<file path="config.mk">
export PLATFORM = sky130hd
export DESIGN_NAME = challenge_nonce_slot_table_flat
export DESIGN_NICKNAME = d
export VERILOG_FILES = /design/src/rtl/cnst_pkg.sv /design/src/rtl/cnst_req_if.sv /design/src/rtl/cnst_rsp_if.sv /design/src/rtl/challenge_nonce_slot_table.sv /design/src/rtl/cnst_ctrl.sv /design/src/rtl/cnst_datapath.sv /design/src/flat_wrapper.sv
export SDC_FILE = /design/constraint.sdc
export NUM_CORES = 1
export LEC_CHECK = 0
export ABC_AREA = 1
export ABC_CLOCK_PERIOD_IN_PS = 13240
export BUFFER_PORTS_ARGS = -buffer_cell sky130_fd_sc_hd__buf_2
export CELL_PAD_IN_SITES_DETAIL_PLACEMENT = 1
export CELL_PAD_IN_SITES_GLOBAL_PLACEMENT = 1
export CORE_ASPECT_RATIO = 1.4
export CORE_MARGIN = 5
export CORE_UTILIZATION = 30
export CTS_CLUSTER_DIAMETER = 60
export DETAILED_ROUTE_END_ITERATION = 12
export PLACE_DENSITY_LB_ADDON = 0.1
export SKIP_CTS_REPAIR_TIMING = 1
export SLEW_MARGIN = 20
export SYNTH_ARGS = -nofsm -noshare
export SYNTH_HDL_FRONTEND = slang
export SYNTH_SLANG_ARGS = --single-unit
</file>
<file path="constraint.sdc">
create_clock -name clk_i -period 13.24 [get_ports clk_i]
set_input_delay 3.31 -clock clk_i [delete_from_list [all_inputs] [get_ports clk_i]]
set_output_delay 3.31 -clock clk_i [all_outputs]
set_load 0.1 [all_outputs]
</file>
<file path="src/rtl/cnst_pkg.sv">
package cnst_pkg;

  localparam int unsigned SLOTS = 8;
  localparam int unsigned IDX_W = (SLOTS > 1) ? $clog2(SLOTS) : 1;
  localparam int unsigned DATA_W = 32;
  localparam int unsigned STATUS_W = 3;
  localparam int unsigned SIDX_W = 3;
  localparam logic [DATA_W-1:0] TIMEOUT_RESET = 32'd50000;

  typedef enum logic {
    CMD_CHALLENGE = 1'b0,
    CMD_VERIFY    = 1'b1
  } cmd_e;

  typedef enum logic [STATUS_W-1:0] {
    STAT_ISSUED   = 3'd0,
    STAT_ACCEPTED = 3'd1,
    STAT_NO_SLOT  = 3'd2,
    STAT_MISMATCH = 3'd3,
    STAT_EXPIRED  = 3'd4
  } status_e;

  typedef enum logic [1:0] {
    S_IDLE,
    S_SCAN,
    S_COMMIT,
    S_RESP
  } ctrl_state_e;

  typedef struct packed {
    logic load;
    logic scan;
    logic commit;
  } ctrl_cmd_t;

  typedef struct packed {
    logic scan_last;
  } dp_stat_t;

  function automatic logic [SIDX_W-1:0] slot_field(input logic [IDX_W-1:0] idx);
    logic [IDX_W+SIDX_W-1:0] ext;
    ext = {{SIDX_W{1'b0}}, idx};
    return ext[SIDX_W-1:0];
  endfunction

endpackage

</file>
<file path="src/rtl/cnst_req_if.sv">
interface cnst_req_if;
  logic                          valid;
  logic                          ready;
  cnst_pkg::cmd_e                command;
  logic [cnst_pkg::DATA_W-1:0]   client_ip;
  logic [cnst_pkg::DATA_W-1:0]   nonce_value;
  logic [cnst_pkg::DATA_W-1:0]   now_ms;

  modport source (output valid, command, client_ip, nonce_value, now_ms, input ready);
  modport sink (input valid, command, client_ip, nonce_value, now_ms, output ready);
endinterface

</file>
<file path="src/rtl/cnst_rsp_if.sv">
interface cnst_rsp_if;
  logic                          valid;
  logic                          ready;
  cnst_pkg::status_e             status;
  logic [cnst_pkg::SIDX_W-1:0]   slot_index;
  logic [cnst_pkg::DATA_W-1:0]   issued_nonce;

  modport source (output valid, status, slot_index, issued_nonce, input ready);
  modport sink (input valid, status, slot_index, issued_nonce, output ready);
endinterface

</file>
<file path="src/rtl/challenge_nonce_slot_table.sv">
// channel   dir  handshake      payload
// req_i     in   valid/ready    command, client_ip, nonce_value, now_ms
// rsp_o     out  valid/ready    status, slot_index, issued_nonce
// cfg       in   cfg_we_i       cfg_wdata_i -> timeout_ms
//
// One request at a time. After a request transfer the slot scan reads one slot per
// cycle through all SLOTS slots, a commit state then updates the table, and the
// response is valid from the state after the commit; the next request is taken in
// the cycle after the response transfer.
// Reset marks every slot free and loads timeout_ms with 50000.
// A stalled response holds the block; no request is taken until it transfers.
module challenge_nonce_slot_table (
  input  logic                        clk_i,
  input  logic                        rst_ni,
  input  logic                        cfg_we_i,
  input  logic [cnst_pkg::DATA_W-1:0] cfg_wdata_i,
  cnst_req_if.sink                    req_i,
  cnst_rsp_if.source                  rsp_o
);

  cnst_pkg::ctrl_cmd_t ctrl_cmd;
  cnst_pkg::dp_stat_t  dp_stat;

  cnst_ctrl u_ctrl (
    .clk_i       (clk_i),
    .rst_ni      (rst_ni),
    .in_valid_i  (req_i.valid),
    .in_ready_o  (req_i.ready),
    .out_valid_o (rsp_o.valid),
    .out_ready_i (rsp_o.ready),
    .stat_i      (dp_stat),
    .cmd_o       (ctrl_cmd)
  );

  cnst_datapath u_datapath (
    .clk_i          (clk_i),
    .rst_ni         (rst_ni),
    .cmd_i          (ctrl_cmd),
    .stat_o         (dp_stat),
    .cfg_we_i       (cfg_we_i),
    .cfg_wdata_i    (cfg_wdata_i),
    .command_i      (req_i.command),
    .client_ip_i    (req_i.client_ip),
    .nonce_value_i  (req_i.nonce_value),
    .now_ms_i       (req_i.now_ms),
    .status_o       (rsp_o.status),
    .slot_index_o   (rsp_o.slot_index),
    .issued_nonce_o (rsp_o.issued_nonce)
  );

endmodule

</file>
<file path="src/rtl/cnst_ctrl.sv">
module cnst_ctrl (
  input  logic                clk_i,
  input  logic                rst_ni,
  input  logic                in_valid_i,
  output logic                in_ready_o,
  output logic                out_valid_o,
  input  logic                out_ready_i,
  input  cnst_pkg::dp_stat_t  stat_i,
  output cnst_pkg::ctrl_cmd_t cmd_o
);

  cnst_pkg::ctrl_state_e state_q, state_d;

  always_ff @(posedge clk_i or negedge rst_ni) begin
    if (!rst_ni) begin
      state_q <= cnst_pkg::S_IDLE;
    end else begin
      state_q <= state_d;
    end
  end

  always_comb begin
    state_d     = state_q;
    cmd_o       = '0;
    in_ready_o  = 1'b0;
    out_valid_o = 1'b0;
    case (state_q)
      cnst_pkg::S_IDLE: begin
        in_ready_o = 1'b1;
        if (in_valid_i) begin
          cmd_o.load = 1'b1;
          state_d    = cnst_pkg::S_SCAN;
        end
      end
      cnst_pkg::S_SCAN: begin
        cmd_o.scan = 1'b1;
        if (stat_i.scan_last) begin
          state_d = cnst_pkg::S_COMMIT;
        end
      end
      cnst_pkg::S_COMMIT: begin
        cmd_o.commit = 1'b1;
        state_d      = cnst_pkg::S_RESP;
      end
      cnst_pkg::S_RESP: begin
        out_valid_o = 1'b1;
        if (out_ready_i) begin
          state_d = cnst_pkg::S_IDLE;
        end
      end
      default: begin
        state_d = cnst_pkg::S_IDLE;
      end
    endcase
  end

endmodule

</file>
<file path="src/rtl/cnst_datapath.sv">
module cnst_datapath (
  input  logic                          clk_i,
  input  logic                          rst_ni,
  input  cnst_pkg::ctrl_cmd_t           cmd_i,
  output cnst_pkg::dp_stat_t            stat_o,
  input  logic                          cfg_we_i,
  input  logic [cnst_pkg::DATA_W-1:0]   cfg_wdata_i,
  input  cnst_pkg::cmd_e                command_i,
  input  logic [cnst_pkg::DATA_W-1:0]   client_ip_i,
  input  logic [cnst_pkg::DATA_W-1:0]   nonce_value_i,
  input  logic [cnst_pkg::DATA_W-1:0]   now_ms_i,
  output cnst_pkg::status_e             status_o,
  output logic [cnst_pkg::SIDX_W-1:0]   slot_index_o,
  output logic [cnst_pkg::DATA_W-1:0]   issued_nonce_o
);

  localparam int unsigned IW = cnst_pkg::IDX_W;
  localparam int unsigned DW = cnst_pkg::DATA_W;
  localparam logic [IW-1:0] LAST_IDX = IW'(cnst_pkg::SLOTS - 1);

  logic [DW-1:0] addr_mem_q  [cnst_pkg::SLOTS];
  logic [DW-1:0] nonce_mem_q [cnst_pkg::SLOTS];
  logic [DW-1:0] time_mem_q  [cnst_pkg::SLOTS];
  logic [cnst_pkg::SLOTS-1:0] active_q;

  logic [DW-1:0] timeout_q;

  cnst_pkg::cmd_e cmd_q;
  logic [DW-1:0] ip_q, nonce_q, now_q;
  logic [IW-1:0] cnt_q;

  logic          hit_q, free_q;
  logic [IW-1:0] hit_idx_q, free_idx_q, min_idx_q;
  logic [DW-1:0] hit_nonce_q, hit_time_q, min_time_q;

  cnst_pkg::status_e           status_q;
  logic [cnst_pkg::SIDX_W-1:0] slot_q;
  logic [DW-1:0]               issued_q;

  logic          rd_active;
  logic [DW-1:0] rd_addr, rd_nonce, rd_time;
  logic          rd_match;
  logic [IW-1:0] tgt_idx;
  logic [DW-1:0] age;
  logic          do_write, do_clear;

  assign rd_active = active_q[cnt_q];
  assign rd_addr   = addr_mem_q[cnt_q];
  assign rd_nonce  = nonce_mem_q[cnt_q];
  assign rd_time   = time_mem_q[cnt_q];
  assign rd_match  = rd_active && (rd_addr == ip_q);

  assign stat_o.scan_last = (cnt_q == LAST_IDX);

  assign tgt_idx  = hit_q ? hit_idx_q : (free_q ? free_idx_q : min_idx_q);
  assign age      = now_q - hit_time_q;
  assign do_write = cmd_i.commit && (cmd_q == cnst_pkg::CMD_CHALLENGE);
  assign do_clear = cmd_i.commit && (cmd_q == cnst_pkg::CMD_VERIFY) && hit_q
                    && (hit_nonce_q == nonce_q);

  always_ff @(posedge clk_i or negedge rst_ni) begin
    if (!rst_ni) begin
      active_q  <= '0;
      timeout_q <= cnst_pkg::TIMEOUT_RESET;
      cnt_q     <= '0;
      hit_q     <= 1'b0;
      free_q    <= 1'b0;
    end else begin
      if (cfg_we_i) begin
        timeout_q <= cfg_wdata_i;
      end
      if (cmd_i.load) begin
        cnt_q  <= '0;
        hit_q  <= 1'b0;
        free_q <= 1'b0;
      end
      if (cmd_i.scan) begin
        if (!stat_o.scan_last) begin
          cnt_q <= cnt_q + 1'b1;
        end
        if (rd_match) begin
          hit_q <= 1'b1;
        end
        if (!rd_active) begin
          free_q <= 1'b1;
        end
      end
      if (do_write) begin
        active_q[tgt_idx] <= 1'b1;
      end
      if (do_clear) begin
        active_q[hit_idx_q] <= 1'b0;
      end
    end
  end

  always_ff @(posedge clk_i) begin
    if (cmd_i.load) begin
      cmd_q   <= command_i;
      ip_q    <= client_ip_i;
      nonce_q <= nonce_value_i;
      now_q   <= now_ms_i;
    end
    if (cmd_i.scan) begin
      if (rd_match && !hit_q) begin
        hit_idx_q   <= cnt_q;
        hit_nonce_q <= rd_nonce;
        hit_time_q  <= rd_time;
      end
      if (!rd_active && !free_q) begin
        free_idx_q <= cnt_q;
      end
      if ((cnt_q == '0) || (rd_time < min_time_q)) begin
        min_time_q <= rd_time;
        min_idx_q  <= cnt_q;
      end
    end
    if (do_write) begin
      addr_mem_q[tgt_idx]  <= ip_q;
      nonce_mem_q[tgt_idx] <= nonce_q;
      time_mem_q[tgt_idx]  <= now_q;
    end
    if (cmd_i.commit) begin
      if (cmd_q == cnst_pkg::CMD_CHALLENGE) begin
        status_q <= cnst_pkg::STAT_ISSUED;
        slot_q   <= cnst_pkg::slot_field(tgt_idx);
        issued_q <= nonce_q;
      end else begin
        issued_q <= '0;
        if (!hit_q) begin
          status_q <= cnst_pkg::STAT_NO_SLOT;
          slot_q   <= '0;
        end else begin
          slot_q <= cnst_pkg::slot_field(hit_idx_q);
          if (hit_nonce_q != nonce_q) begin
            status_q <= cnst_pkg::STAT_MISMATCH;
          end else if (age > timeout_q) begin
            status_q <= cnst_pkg::STAT_EXPIRED;
          end else begin
            status_q <= cnst_pkg::STAT_ACCEPTED;
          end
        end
      end
    end
  end

  assign status_o       = status_q;
  assign slot_index_o   = slot_q;
  assign issued_nonce_o = issued_q;

endmodule

</file>
<file path="src/flat_wrapper.sv">
// flat-port wrapper written by rule: the top's interface ports become plain ports
module challenge_nonce_slot_table_flat 
  (clk_i, rst_ni, cfg_we_i, cfg_wdata_i, req_i_valid, req_i_command, req_i_client_ip, req_i_nonce_value, req_i_now_ms, req_i_ready, rsp_o_valid, rsp_o_status, rsp_o_slot_index, rsp_o_issued_nonce, rsp_o_ready);
  cnst_req_if req_i_i ();
  cnst_rsp_if rsp_o_i ();
  input  logic clk_i;
  input  logic rst_ni;
  input  logic cfg_we_i;
  input  logic [cnst_pkg::DATA_W-1:0] cfg_wdata_i;
  input wire logic [$bits(req_i_i.valid)-1:0] req_i_valid;
  input wire logic [$bits(req_i_i.command)-1:0] req_i_command;
  input wire logic [$bits(req_i_i.client_ip)-1:0] req_i_client_ip;
  input wire logic [$bits(req_i_i.nonce_value)-1:0] req_i_nonce_value;
  input wire logic [$bits(req_i_i.now_ms)-1:0] req_i_now_ms;
  output wire logic [$bits(req_i_i.ready)-1:0] req_i_ready;
  output wire logic [$bits(rsp_o_i.valid)-1:0] rsp_o_valid;
  output wire logic [$bits(rsp_o_i.status)-1:0] rsp_o_status;
  output wire logic [$bits(rsp_o_i.slot_index)-1:0] rsp_o_slot_index;
  output wire logic [$bits(rsp_o_i.issued_nonce)-1:0] rsp_o_issued_nonce;
  input wire logic [$bits(rsp_o_i.ready)-1:0] rsp_o_ready;
  assign req_i_i.valid = req_i_valid;
  assign req_i_i.command = req_i_command;
  assign req_i_i.client_ip = req_i_client_ip;
  assign req_i_i.nonce_value = req_i_nonce_value;
  assign req_i_i.now_ms = req_i_now_ms;
  assign req_i_ready = req_i_i.ready;
  assign rsp_o_valid = rsp_o_i.valid;
  assign rsp_o_status = rsp_o_i.status;
  assign rsp_o_slot_index = rsp_o_i.slot_index;
  assign rsp_o_issued_nonce = rsp_o_i.issued_nonce;
  assign rsp_o_i.ready = rsp_o_ready;
  challenge_nonce_slot_table u_core (.clk_i(clk_i), .rst_ni(rst_ni), .cfg_we_i(cfg_we_i), .cfg_wdata_i(cfg_wdata_i), .req_i(req_i_i), .rsp_o(rsp_o_i));
endmodule
</file>
==> results by group, run 1 <==
Synthesis
  • Synthesized cell area: 43300 um^2
  • Syn Area/Cell: 12.7 um^2
  • Most common cell in the netlist: edfxtp_1
  • Asr flop ratio synth: 0.0445
  • Top post-synthesis cells by area: edfxtp_1 (70%), nor2_1 (6.2%), o21ai_0 (4.9%)
  • Synth Instances: 3404
  • Number of flops mapped to enable cells by yosys: 1008
  • Ys flop type: edfxtp_1
  • Sequential area share after synthesis: 0.727
  • Top-area cell type share of the netlist area: 0.700
  • Synth warnings: 0
  • Synth cell types: 50
  • Dominant cell type by area after synthesis: edfxtp_1
  • Synth Net Count: 3640
  • FF+latch count, synth: 1055
  • Top cells by count, synth: edfxtp_1 (1008), nor2_1 (714), o21ai_0 (427)

Global route
  • Initial antenna violation count: 10
  • Vias in the first global route: 28600
  • Grt ovf: 0
  • Total GRT Usage: 0.165
  • Largest net degree at the start of global routing: 166
  • First-pass GRT wire length: 188000 um

CTS
  • H-tree lvl count: 3
  • Clock buffer depth: 3
  • Total CTS buffers: 113
  • Clk sinks: 1055
  • CTS clk-pin slew, worst paths: 60 ps
  • TritonCTS clock tree: built
  • Clock latency on the worst-skew pair: 750 ps
  • CTS root buffer: clkbuf_16

Min path
  • Hold Crit Class: reg -> reg

STA
  • Fin crit share: 0.440
  • RSZ-0062 raised after global routing: no
  • Final Setup Violations: 0
  • F_max: 171 MHz
  • Rel. slew slack: 0.219
  • Worst Tran Pin Value: 1170 ps
  • Fin Setup TNS: 0 ps
  • Final setup margin: 7410 ps
  • Clk_skew: 44.6 ps
  • Final hold slack: 499 ps
  • Slew Viols, Final: 0
  • Min Tclk post-route: 5830 ps
  • Final Hold Vio Count: 0

Setup path
  • R2r setup slk: 7410 ps
  • CP peak stage delay: 750 ps
  • Worst endpoint required time: 13600 ps
  • Crit path kind: reg -> reg
  • Crit path max fanout: 74
  • Critical Path End Type: register
  • Critical path arrival: 6190 ps
  • Critical-path top delay cell: buf_4
  • Critical path's most frequent cell: buf_4
  • CP startpoint kind: register
  • Critical-path cell list: buf_4, buf_4, buf_4, o21ai_0, o22ai_1, nand2_1, nand3_1, o21ai_1, nor2_1, nand2_1, nor2_1, nand3_1, nor3_4, buf_4, buf_4

Placement
  • Count of input and output buffers: 173
  • Gp weighted congestion: 0.755
  • Dpl ws: 7230 ps
  • Post-Place Cells: 5375
  • Dpl hpwl: 72700 um

Floorplanning
  • Initial Util: 0.301
  • Core Footprint: 144000 um^2
  • Boundary Pins: 174
  • Rows: 165
  • Die area: 152000 um^2
  • Width of the die: 331 um
  • Die Span Y: 459 um

Outcome
  • Status: finished clean

Layout
  • Layout cell share with drive strength beyond 1: 0.119
  • Area growth syn-to-layout: 15.3%
  • Layout Cells excl Fill: 5589
  • Final #Nets: 3806

Power
  • Worst VDD drop: 0.175 mV
  • P_leak: 17.5 nW
  • Pwr dens: 215 nW/um^2

Routing
  • Post-route DRC: 0
  • Wirelength per Cell: 22.7 um
  • Final ANT Viol Nets: 0
  • Pre-Repair DR Iteration Count: 5
  • Vias per Instance: 4.79
  • Vias: 26800
  • Final wirelength: 127000 um
  • DR iter-0 viols: 1500

Job
  • Max_cap viols: 0
-- path summary, 6_finish.rpt --
check	depth (start not counted)	to	start
max in group asynchronous	2	u_core.u_datapath.cnt_q[0]$_DFF_PN0_	rst_ni
hold / removal	2	u_core.u_datapath.timeout_q[14]$_DFFE_PN1P_	u_core.u_datapath.timeout_q[14]$_DFFE_PN1P_
min in group asynchronous	2	u_core.u_datapath.timeout_q[1]$_DFFE_PN0P_	rst_ni
setup reg to reg	15	u_core.u_datapath.hit_nonce_q[14]$_DFFE_PP_	u_core.u_datapath.cnt_q[0]$_DFF_PN0_
setup / recovery	15	u_core.u_datapath.hit_nonce_q[14]$_DFFE_PP_	u_core.u_datapath.cnt_q[0]$_DFF_PN0_
hold reg to reg	2	u_core.u_datapath.timeout_q[14]$_DFFE_PN1P_	u_core.u_datapath.timeout_q[14]$_DFFE_PN1P_
-- placed cells by master, fill, tap and decap left out, drive strengths merged, types with 2 or more instances in the layout --
cell and count:
a211oi 5, a21boi 5, a21o 8, a21oi 72, a221oi 3, a31oi 66
and2 3, buf 213, bufinv 11, clkbuf 130, clkinv 57, clkinvlp 4
dfrtp 41, dfstp 6, diode 2, edfxtp 1008, ha 101, inv 223
mux2i 3, nand2 216, nand3 34, nand3b 2, nand4 11, nor2 714
nor3 17, nor4 6, nor4b 2, o211ai 23, o21a 2, o21ai 484
o21bai 2, o221ai 7, o22ai 103, o31ai 2, or2 18, xnor2 32
xor2 28
-- logic make-up after synthesis --
kind of cell,share of synthesized area
xor gates and xnor gates,0.0121
DFF,0.727
and+or+nand+nor,0.0932
muxes,0.000954
adders and majority gates,0.0297
buffers and inverters,0.0376
AOI/OAI and AO/OA,0.0996
-- state kept, by name, indices dropped and copies added (netlist names), 8 cells and up --
name / cells
u_core.u_datapath.active_q: 8
u_core.u_datapath.addr_mem_q: 256
u_core.u_datapath.hit_nonce_q: 32
u_core.u_datapath.hit_time_q: 32
u_core.u_datapath.ip_q: 32
u_core.u_datapath.issued_nonce_o: 32
u_core.u_datapath.min_time_q: 32
u_core.u_datapath.nonce_mem_q: 256
u_core.u_datapath.nonce_q: 32
u_core.u_datapath.now_q: 32
u_core.u_datapath.time_mem_q: 256
u_core.u_datapath.timeout_q: 32
-- where the power goes --
part	internal [mW]	switching, mW	leakage [nW]
clock network	1.81	1.39	1.83
logic	0.806	2.21	5.93
registers	4.24	0.265	9.69
-- through the flow --
| stage | utilization | total power [mW] | cell area (um^2) |
|---|---|---|---|
| floorplan | - | 6.62 | 43300 |
| global placement | 0.321 | 7.68 | 46200 |
| detailed placement | 0.321 | 7.71 | 46200 |
| CTS | 0.347 | 11.0 | 49900 |
| global route | 0.347 | 11.4 | 49900 |
| finish | 0.347 | 10.7 | 49900 |
-- layer usage --
metal | vias up | wire length [um] | track usage
met3 | 139 | 4400 | 0.0231
met2 | 416 | 63600 | 0.292
met5 | - | 0 | 0
met4 | 0 | 2110 | 0.0379
li1 | 12500 | - | -
met1 | 13700 | 56600 | 0.216
-- worst max-delay path, delay by kind of cell (launching register included) --
kind | cells | cell delay, ps
buf+inv | 5 | 3300
flops | 1 | 690
compound gates | 3 | 450
simple gates | 7 | 890
-- layout make-up --
cell class / count / area, um^2
Fill cell: 15300 / 94000
Sequential cell: 1055 / 31500
Multi-Input combinational cell: 1974 / 10300
Clock buffer: 130 / 2910
Tap cell: 1920 / 2400
Timing Repair Buffer: 213 / 1190
Inverter: 213 / 822
Clock inverter: 82 / 802
Antenna cell: 2 / 5.00
No activity file was read; power rests on OpenSTA's default activity.
==> run 2, diff against run 1 <==
- ABC_AREA: 1 -> 0
- ABC_CLOCK_PERIOD_IN_PS: 13240 -> 5100
- clock period: 13.24 -> 5.1 ns (I/O delays scaled with it)
==> run 2 against run 1 <==
Effect of this change: register-to-register slack worse by 7000 ps; power rose by 150%; cell area down 0.59%; setup slack lost 7000 ps; utilization is 0.89 points higher; sequential power rose to 2.6 times the previous value; global-route usage decreased by 1.7 points; sequential share of layout area up 0.38 points; fmax rose by 24%; non-clock buffer count is 45 higher; clock skew shrank 6.1 ps; critical path depth rose by 5.
==> results by group, run 2 <==
Layout
  • Fill count: 13800 (-10%)
  • Layout cell share with drive strength beyond 1: 0.277 (+0.158)
  • Final Cell Area: 49600 um^2 (-0.59%)
  • Final #Nets: 2710 (-29%)
  • Area growth syn-to-layout: 17.5%
  • Core Util, Final: 0.356 (+0.00892)
  • Commonest non-fill, non-tap cell in the layout: edfxtp_1
  • Layout Cells excl Fill: 4377 (-22%)
  • Most frequent cells in the layout: edfxtp_1 (1008), mux4_2 (194), buf_2 (173), clkbuf_16 (116), inv_1 (112)
  • Largest registers: u_core.u_datapath.addr_mem_q (256), u_core.u_datapath.nonce_mem_q (256), u_core.u_datapath.time_mem_q (256)

STA
  • Clk_skew: 38.5 ps (-6.14 ps)
  • Slew Viols, Final: 0 (unchanged)
  • RSZ-0062 raised after global routing: no
  • Final setup margin: 386 ps (-7020 ps)
  • Rel. slew slack: 0.366 (+0.147)
  • Final Hold Vio Count: 0 (unchanged)
  • F_max: 212 MHz (+24%)
  • Fin Setup TNS: 0 ps (unchanged)
  • Worst Tran Pin Value: 947 ps (-225 ps)
  • Final Setup Violations: 0 (unchanged)
  • Final hold slack: 519 ps (+19.1 ps)
  • Fin crit share: 0.924 (+0.484)
  • Min Tclk post-route: 4710 ps (-1120 ps)

Synthesis
  • Ys flop type: edfxtp_1
  • Top post-synthesis cells by area: edfxtp_1 (72%), mux4_2 (10%), ha_1 (3.0%)
  • Number of flops mapped to enable cells by yosys: 1008 (unchanged)
  • Synthesized cell area: 42200 um^2 (-2.5%)
  • Synth Instances: 2170 (-36%)
  • Dominant cell type by area after synthesis: edfxtp_1
  • Synth Net Count: 2406 (-34%)
  • Most common cell in the netlist: edfxtp_1
  • Syn Area/Cell: 19.4 um^2 (+53%)
  • Synth warnings: 0 (unchanged)
  • Asr flop ratio synth: 0.0445 (unchanged)
  • Top cells by count, synth: edfxtp_1 (1008), mux4_2 (194), inv_1 (113)
  • Sequential area share after synthesis: 0.745 (+0.0186)
  • Synth cell types: 58 (+16%)
  • FF+latch count, synth: 1055 (unchanged)
  • Top-area cell type share of the netlist area: 0.717 (+0.0179)

Setup path
  • Critical path's top delay family: compound AO/OA/AOI/OAI gates
  • R2R depth: 20 (+5)
  • Reg-to-Reg Start: u_core.u_datapath.now_q[9]$_DFFE_PP_
  • Crit path kind: reg -> reg
  • Critical path arrival: 5160 ps (-1030 ps)
  • R2r setup slk: 390 ps (-7020 ps)
  • Critical Path End Type: register
  • Crit path max fanout: 6 (-92%)
  • CP Buf/Inv Count: 2 (-3)
  • CP peak stage delay: 470 ps (-280 ps)
  • Worst endpoint required time: 5550 ps (-8050 ps)
  • Critical-path cell list: ha_1, buf_4, and3_1, o21ai_0, o211ai_1, o21bai_2, a211oi_2, or2_2, o21ai_0, xor2_1, ha_1, a21oi_1, nor2b_1, o21ai_0, nand2_1, a221oi_1, buf_4, o21ai_0, or3_1, and3b_1
  • Critical-path top delay cell: edfxtp_1
  • Critical Path Stages: 20 (+5)
  • Critical path's most frequent cell: o21ai_0
  • CP startpoint kind: register
  • Crit Reg-Reg Endpoint: u_core.u_datapath.status_o[2]$_SDFFCE_PP0P_

Min path
  • Hold endpoint: u_core.u_datapath.timeout_q[9]$_DFFE_PN1P_
  • Hold Crit Class: reg -> reg
  • HP Start: u_core.u_datapath.timeout_q[9]$_DFFE_PN1P_
  • Hold Path Depth: 2 (unchanged)

Power
  • Overall Power: 26.4 mW (+150%)
  • Pwr dens: 532 nW/um^2 (+150%)
  • P_leak: 16.8 nW (-3.7%)
  • Worst VDD drop: 0.265 mV (+52%)

CTS
  • H-tree lvl count: 3 (unchanged)
  • CTS root buffer: clkbuf_16
  • Clk sinks: 1055 (unchanged)
  • TritonCTS clock tree: built
  • Clock latency on the worst-skew pair: 720 ps (-30 ps)
  • Clock buffer depth: 3 (unchanged)
  • Total CTS buffers: 114 (+0.88%)
  • CTS clk-pin slew, worst paths: 60 ps (about the same)

Placement
  • Dpl hpwl: 66700 um (-8.2%)
  • Gp weighted congestion: 0.770 (+2.0%)
  • Post-Place Cells: 4161 (-23%)
  • Post-DP Area: 46000 um^2 (-0.36%)
  • Count of input and output buffers: 173 (unchanged)
  • Dpl ws: 124 ps (-7110 ps)

Global route
  • Vias in the first global route: 23700 (-17%)
  • First-pass GRT wire length: 162000 um (-13%)
  • Grt ovf: 0 (unchanged)
  • Total GRT Usage: 0.149 (-0.0166)
  • Initial antenna violation count: 7 (-3)
  • Largest net degree at the start of global routing: 59 (-64%)

Floorplanning
  • Die area: 148000 um^2 (-2.4%)
  • Boundary Pins: 174 (unchanged)
  • Core Footprint: 139000 um^2 (-3.1%)
  • Die Span Y: 454 um (-1.2%)
  • Rows: 162 (-1.8%)
  • Initial Util: 0.303 (+0.00184)
  • Width of the die: 327 um (-1.2%)

Routing
  • Final wirelength: 111000 um (-13%)
  • Wirelength per Cell: 25.3 um (+11%)
  • Final ANT Viol Nets: 0 (unchanged)
  • DR iter-0 viols: 1032 (-31%)
  • Pre-Repair DR Iteration Count: 4 (-1)
  • Vias: 20900 (-22%)
  • Post-route DRC: 0 (unchanged)
  • Vias per Instance: 4.78 (-0.26%)

Job
  • Max_cap viols: 0 (unchanged)

Outcome
  • Status: finished clean
run 2: cell count changes in the layout (fill, tap and decap cells not counted), moves of 22 or more:
cell     delta
mux4_2    +194
nor2_1    -672
a31oi_1    -60
buf_4      +27
nor2b_1    +41
xor2_1     +40
nand3_1    -22
o21ai_0   -368
nand2_1   -147
mux2i_1    +33
mux2_2     +64
o21ai_1    -56
o22ai_1   -103
inv_1      -97
run 2: how the worst max path moves through the flow:
stage	slack, ps	to	from
after floorplan	-1580	u_core.u_datapath.addr_mem_q[1][0]$_DFFE_PP_	u_core.u_ctrl.state_q[0]$_DFFE_PN0P_
after global placement	130	u_core.u_datapath.status_o[2]$_SDFFCE_PP0P_	u_core.u_datapath.now_q[6]$_DFFE_PP_
after detailed placement	120	u_core.u_datapath.status_o[2]$_SDFFCE_PP0P_	u_core.u_datapath.now_q[9]$_DFFE_PP_
after CTS	90	u_core.u_datapath.status_o[2]$_SDFFCE_PP0P_	u_core.u_datapath.now_q[8]$_DFFE_PP_
after global routing	2	u_core.u_datapath.status_o[2]$_SDFFCE_PP0P_	u_core.u_datapath.now_q[9]$_DFFE_PP_
final	390	u_core.u_datapath.status_o[2]$_SDFFCE_PP0P_	u_core.u_datapath.now_q[9]$_DFFE_PP_
run 2: cell families (layout without fill, tap and decap cells):
group                      count (synthesis)  after routing  synth area share
xor gates and xnor gates                  88             88            0.0183
adders and majority gates                102            102            0.0304
other                                      0              4                 0
AOI/OAI and AO/OA                        199            199            0.0294
muxes                                    295            295             0.129
DFF                                     1055           1055             0.745
and+or+nand+nor                          247            247            0.0298
buffers and inverters                    184            583            0.0173
run 2: routing by layer:
| layer | part of all wire | track usage | vias up |
|---|---|---|---|
| met1 | 0.42 | 0.186 | 11200 |
| met5 | 0 | 0 | - |
| li1 | - | - | 9257 |
| met4 | 0.019 | 0.0404 | 0 |
| met2 | 0.52 | 0.270 | 343 |
| met3 | 0.033 | 0.0218 | 119 |
run 2: final cells by class:
type / count / area [um^2] / area share
sequential: 1055 / 31500 / 0.635
multi-input combinational: 931 / 10100 / 0.204
clock buffer: 145 / 3050 / 0.0615
tap: 1804 / 2260 / 0.0455
timing repair buffer: 258 / 1750 / 0.0354
clock inverter: 66 / 498 / 0.0100
inverter: 114 / 433 / 0.00873
antenna: 4 / 10.0 / 0.000202
run 2: tightest hold or removal path: cells and delay by family, from the launching register on:
family / cells / cell delay [ps]
AOI/OAI and AO/OA: 1 / 90
DFF: 1 / 360
buffers and inverters: 1 / 60
run 2: power breakdown:
group | switching, mW | total (mW) | internal [mW]
logic | 4.14 | 7.04 | 2.90
registers | 0.627 | 11.5 | 10.8
clock network | 3.40 | 7.87 | 4.47
